## config.mk

```make
export PLATFORM = sky130hd
export DESIGN_NAME = pffa_ctrl
export DESIGN_NICKNAME = d
export VERILOG_FILES = /design/src/rtl/pffa_pkg.sv /design/src/rtl/pffa_ctrl.sv
export SDC_FILE = /design/constraint.sdc
export NUM_CORES = 1
export LEC_CHECK = 0
export BUFFER_PORTS_ARGS = -buffer_cell sky130_fd_sc_hd__buf_2
export CORE_AREA = 2 2 39 41
export DETAILED_ROUTE_END_ITERATION = 8
export DIE_AREA = 0 0 41 43
export HOLD_SLACK_MARGIN = 0.12
export PLACE_DENSITY = 0.55
export SKIP_CTS_REPAIR_TIMING = 1
export SYNTH_ARGS = -nofsm -noshare
export SYNTH_HDL_FRONTEND = slang
export SYNTH_SLANG_ARGS = --single-unit
```

## constraint.sdc

```tcl
create_clock -name clk -period 1.95 [get_ports clk]
set_input_delay 0.39 -clock clk [delete_from_list [all_inputs] [get_ports clk]]
set_output_delay 0.39 -clock clk [all_outputs]
set_load 0.005 [all_outputs]
```

## src/rtl/pffa_pkg.sv

```systemverilog
// Shared types and constants for the page frame free-list allocator.
`default_nettype none
package pffa_pkg;

	localparam int PAGE_BITS = 12;
	localparam int ADDR_W    = 32;
	localparam int PN_W      = ADDR_W - PAGE_BITS;
	localparam int MAX_PAGES = 32768;
	localparam int STK_AW    = $clog2(MAX_PAGES);
	localparam int CNT_W     = $clog2(MAX_PAGES + 1);

	typedef enum logic [1:0] {
		FUNC_ALLOC = 2'd0,
		FUNC_FREE  = 2'd1,
		FUNC_RANGE = 2'd2
	} func_t;

	typedef enum logic [1:0] {
		ST_OK      = 2'd0,
		ST_OOM     = 2'd1,
		ST_ILLEGAL = 2'd2,
		ST_FULL    = 2'd3
	} status_t;

	typedef struct packed {
		logic    pop;
		logic    push_in;
		logic    load_range;
		logic    push_range;
		logic    res_load;
		status_t res_code;
		logic    res_ram;
		logic    out_load;
	} cmd_t;

	typedef struct packed {
		logic empty;
		logic full;
		logic free_illegal;
		logic range_done;
		logic range_illegal;
	} stat_t;

endpackage
`default_nettype wire

```

## src/rtl/pffa_ctrl.sv

```systemverilog
// Controller state machine: request decode, range sequencing, result hand-off.
`default_nettype none
module pffa_ctrl (
	input  wire logic            clk,
	input  wire logic            arst_n,
	input  wire logic            s_axis_tvalid,
	output logic                 s_axis_tready,
	input  wire logic [1:0]      s_axis_tuser,
	output logic                 m_axis_tvalid,
	input  wire logic            m_axis_tready,
	input  wire pffa_pkg::stat_t stat,
	output pffa_pkg::cmd_t       cmd
);
	import pffa_pkg::*;

	typedef enum logic [1:0] {
		S_IDLE,
		S_RANGE,
		S_DONE
	} state_t;

	state_t state_q;
	logic   m_valid_q;
	func_t  func;

	assign func          = func_t'(s_axis_tuser);
	assign s_axis_tready = (state_q == S_IDLE);
	assign m_axis_tvalid = m_valid_q;

	always_comb begin
		cmd          = '0;
		cmd.res_code = ST_OK;
		unique case (state_q)
			S_IDLE: begin
				if (s_axis_tvalid) begin
					unique case (func)
						FUNC_ALLOC: begin
							cmd.res_load = 1'b1;
							if (stat.empty) begin
								cmd.res_code = ST_OOM;
							end else begin
								cmd.pop     = 1'b1;
								cmd.res_ram = 1'b1;
							end
						end
						FUNC_FREE: begin
							cmd.res_load = 1'b1;
							priority if (stat.free_illegal) begin
								cmd.res_code = ST_ILLEGAL;
							end else if (stat.full) begin
								cmd.res_code = ST_FULL;
							end else begin
								cmd.push_in = 1'b1;
							end
						end
						FUNC_RANGE: begin
							cmd.load_range = 1'b1;
						end
						default: begin
							cmd.res_load = 1'b1;
						end
					endcase
				end
			end
			S_RANGE: begin
				priority if (stat.range_done) begin
					cmd.res_load = 1'b1;
				end else if (stat.range_illegal) begin
					cmd.res_load = 1'b1;
					cmd.res_code = ST_ILLEGAL;
				end else if (stat.full) begin
					cmd.res_load = 1'b1;
					cmd.res_code = ST_FULL;
				end else begin
					cmd.push_range = 1'b1;
				end
			end
			S_DONE: begin
				cmd.out_load = !m_valid_q || m_axis_tready;
			end
			default: begin
				cmd = '0;
			end
		endcase
	end

	always_ff @(posedge clk or negedge arst_n) begin
		if (!arst_n) begin
			state_q   <= S_IDLE;
			m_valid_q <= 1'b0;
		end else begin
			unique case (state_q)
				S_IDLE: begin
					if (s_axis_tvalid) begin
						state_q <= (func == FUNC_RANGE) ? S_RANGE : S_DONE;
					end
				end
				S_RANGE: begin
					if (cmd.res_load) begin
						state_q <= S_DONE;
					end
				end
				S_DONE: begin
					if (cmd.out_load) begin
						state_q <= S_IDLE;
					end
				end
				default: begin
					state_q <= S_IDLE;
				end
			endcase
			if (cmd.out_load) begin
				m_valid_q <= 1'b1;
			end else if (m_axis_tready) begin
				m_valid_q <= 1'b0;
			end
		end
	end

	a_out_no_overwrite: assert property (@(posedge clk) disable iff (!arst_n)
		m_valid_q && !m_axis_tready |=> m_valid_q)
		else $error("result beat dropped before it was taken");

	a_range_ends_in_done: assert property (@(posedge clk) disable iff (!arst_n)
		(state_q == S_RANGE) && cmd.res_load |=> (state_q == S_DONE))
		else $error("range finished without reporting a result");

endmodule
`default_nettype wire

```

Yosys cells after proc, flatten, opt, wreduce, memory -nomap -nowiden
Index checks and enable logic that the tools add are counted.
{ "totals": {"register_bits": 3, "in_bits": 11, "output_inout_bits": 11} }
{ "op_classes": {"eq_ne": 7, "muxes": 31, "n_reduce_logical": 6} }
{ "ops": {"columns": ["operator", "n"], "rows": [
  ["$mux W1", 16],
  ["$mux W2", 7],
  ["$mux W3", 4],
  ["$ne A2 B2 Y1 const B", 3],
  ["$pmux W2 S3", 1],
  ["$pmux W3 S2", 1],
  ["$eq A2 B1 Y1 const B", 2],
  ["$eq A2 B2 Y1 const B", 2],
  ["$logic_not A2 Y1", 2],
  ["$mux W4", 1],
  ["$pmux W2 S2", 1],
  ["$reduce_and A3 Y1", 1],
  ["$reduce_bool A2 Y1", 1],
  ["$logic_not A1 Y1", 1],
  ["$logic_or A1 B1 Y1", 1]
]} }

Logic depth before layout (Yosys ltp)
{ "depth": {"depth_word": 7, "mapped_depth": 3, "ltp_nobuf": 3} }

Worst setup path before layout
No wires, ideal clock.
{ "synth_path": {"kind": "flip-flop to output port", "start": "reg state_q[0]", "end": "out cmd[8] (netlist name)", "t_arrival_ps": 1177, "setup_slack_ps": 383, "stages_incl_launch_ff": 4, "path_cell_list": "dfrtp_1 -> nor4b_2 -> nor3b_1 -> buf_4"} }
{ "synth_rtl": {"columns": ["element", "line", "rtl"], "rows": [
  ["start: declaration", "pffa_ctrl.sv:22", "state_t state_q;"],
  ["start signal: assignment", "pffa_ctrl.sv:95", "state_q <= (func == FUNC_RANGE) ? S_RANGE : S_DONE;"],
  ["end: declaration", "pffa_ctrl.sv:12", "output pffa_pkg::cmd_t cmd"]
]} }

==> metrics <==
status=complete, no violations; die area=0.00176 sq mm; first-pass GRT wire length=1120 um; Post-synth top flop=dfrtp_1; CTS max path bufs=2; layout cells sized above 1=48.2%; number of global-route vias before repair=319; Multi-input gate area=210 sq um; die height=43 um; clock transition time at the flip-flop clock pins of the worst setup and hold paths=0.04 ns; met3 wire len=51 um; Post-Synthesis Cells=31; fillcell total=153; Worst R2R Setup Slack=0.81 ns; Post-DP HPWL=571 um; Final Non-Filler Cells=72; Power Dens Cells=641 mW/mm^2; total power=0.286 mW; Met1 Routed Length=290 um; Worst Clk Skew=0.00282 ns; worst setup path end=cmd[8]; Critical Path Start=state_q[0]$_DFFE_PN0P_; Slew Limit Fails=0; # nets final=68; Seq/Total Area, Yosys=26.4%; Post-synth ARST share=100%; Fin. Hold Viols=0; Seq cells post-synth=3; GRT Overall Usage=10.1%; Final min period=1.80 ns; CP Data Required Time=1.56 ns; antenna viol nets, final=0; DRC=0; Initial Utilization=20.5%; WS Path Type=register to output port; Leakage=0.233 nW; Top Metal Used=met4; dpl ws=0.299 ns; largest net degree at the start of global routing=9; IO Pins=22; # rows=14; Syn Nets=42; CTS tree=done; period utilisation layout=92.4%; Post-synth EDFFs=0; via/cell ratio=4.54; WL final=723 um; setup violators final=0; ant diodes=0; Layout area overhead=57.3%; critical path capture point type=output port; setup TNS=0 ns; Reg-to-Reg End=state_q[0]$_DFFE_PN0P_; commonest non-fill, non-tap cell in the layout=buf_2; Worst Tran Pin Value=0.280 ns; total grt overflow=0; crit-path max FO=8; H-tree Lvls=1; Final WS setup=0.149 ns; port bufs=21; CTS root buf=clkbuf_4; mapped cell area=284 sq um; Crit path arrival time=1.41 ns; post-synthesis area per instance=9.16 sq um; RD Place Congestion=0.597; clock latency on the worst-skew pair=0.24 ns; slew margin rel.=81.1%; RSZ-0062 raised after global routing=false; DR WL/cell=10.0 um; maximum vdd drop=0.152 mV; number of warnings issued by yosys=0; Critical Path Start Type=register; delay-heaviest family, CP=simple AND/OR/NAND/NOR gates; initial antenna violation count=0; initial drt markers=2; Num CTS Buffers=3; Core Area=0.00138 sq mm; clk sink count=3; First-pass DRT Iterations=2; R2R cell count=3; Netlist cell types=22; max_cap viols=0; Cells after DPL=67; Crit-path slowest cell=dfrtp_1; met2 wire len=345 um; Crit path depth=3; Register Area=75.1 sq um; vias post-DR=327; Die W=41 um; hold crit path type=input pin to register; Cell Chain, Critical Path=nor4b_4 -> nor3b_1 -> buf_2; WP buf/inv=1; reg2reg start=state_q[0]$_DFFE_PN0P_; commonest cells after routing, fill and taps aside=buf_2 (21), nor2_1 (4), nand3b_1 (3), clkbuf_4 (3), dfrtp_1 (3); fmax=0.555 GHz; largest stage delay on the critical path=0.45 ns
## cells in the mapped netlist, types with 2 or more instances
master,count,area share [%]
nor2_1,4,5.3
nand2b_1,2,4.4
dfrtp_1,3,26
nor3b_1,2,5.3
nand3b_1,3,7.9
## logic make-up after synthesis
logic type             Yosys count  share of synthesized area [%]
AO/OA/AOI/OAI                    3                           6.17
buffers and inverters            1                           2.64
flip-flops                       3                           26.4
AND/OR/NAND/NOR                 24                           64.8
## power breakdown
part           total [mW]  switching (mW)  leakage (nW)  internal [mW]
Sequential         0.0876          0.0143        0.0380         0.0734
Combinational      0.0860          0.0397         0.180         0.0463
Clock               0.113          0.0358        0.0150         0.0769
## state kept, by name, summed over array words and instances (netlist names)
register       flops
state_q            2
m_axis_tvalid      1
## per-stage QoR
step / hold WS (ns) / area (sq um) / util [%]
global placement: 0.187 / 402 / 29.0
floorplan: 0.0944 / 284 / -
detailed placement: 0.186 / 402 / 29.0
global route: 0.482 / 447 / 32.3
finish: 0.458 / 447 / 32.3
CTS: -0.0690 / 428 / 30.9
## worst min-delay path: cells and delay by family
family	cells	cell delay (ns)
compound gates	1	0.06
buf+inv	1	0.08
simple gates	2	0.13
## layer usage
metal  global-route usage [%]  up-vias
li1                         -      164
met1                     10.6      143
met2                     13.8       16
met3                     1.57        4
met4                     14.0        0
met5                        0        -
## worst min-delay path by stage
stage                                      endpoint  slack [ns]  cells after the start           from
final                        state_q[1]$_DFFE_PN0P_        0.46                      4  m_axis_tready
after global placement    m_axis_tvalid$_DFFE_PN0P_        0.19                      1         arst_n
after detailed placement     state_q[0]$_DFFE_PN0P_        0.19                      1         arst_n
after floorplan           m_axis_tvalid$_DFFE_PN0P_        0.09                      0         arst_n
after CTS                    state_q[1]$_DFFE_PN0P_       -0.07                      1         arst_n
after global routing      m_axis_tvalid$_DFFE_PN0P_        0.48                      3  m_axis_tready
## layout make-up
type | instances | share of cell area [%]
Multi-Input combinational cell | 27 | 47.1
Timing Repair Buffer | 22 | 25.8
Sequential cell | 3 | 16.8
Clock buffer | 4 | 5.88
Tap cell | 16 | 4.48
(Power assumes the default switching activity.)
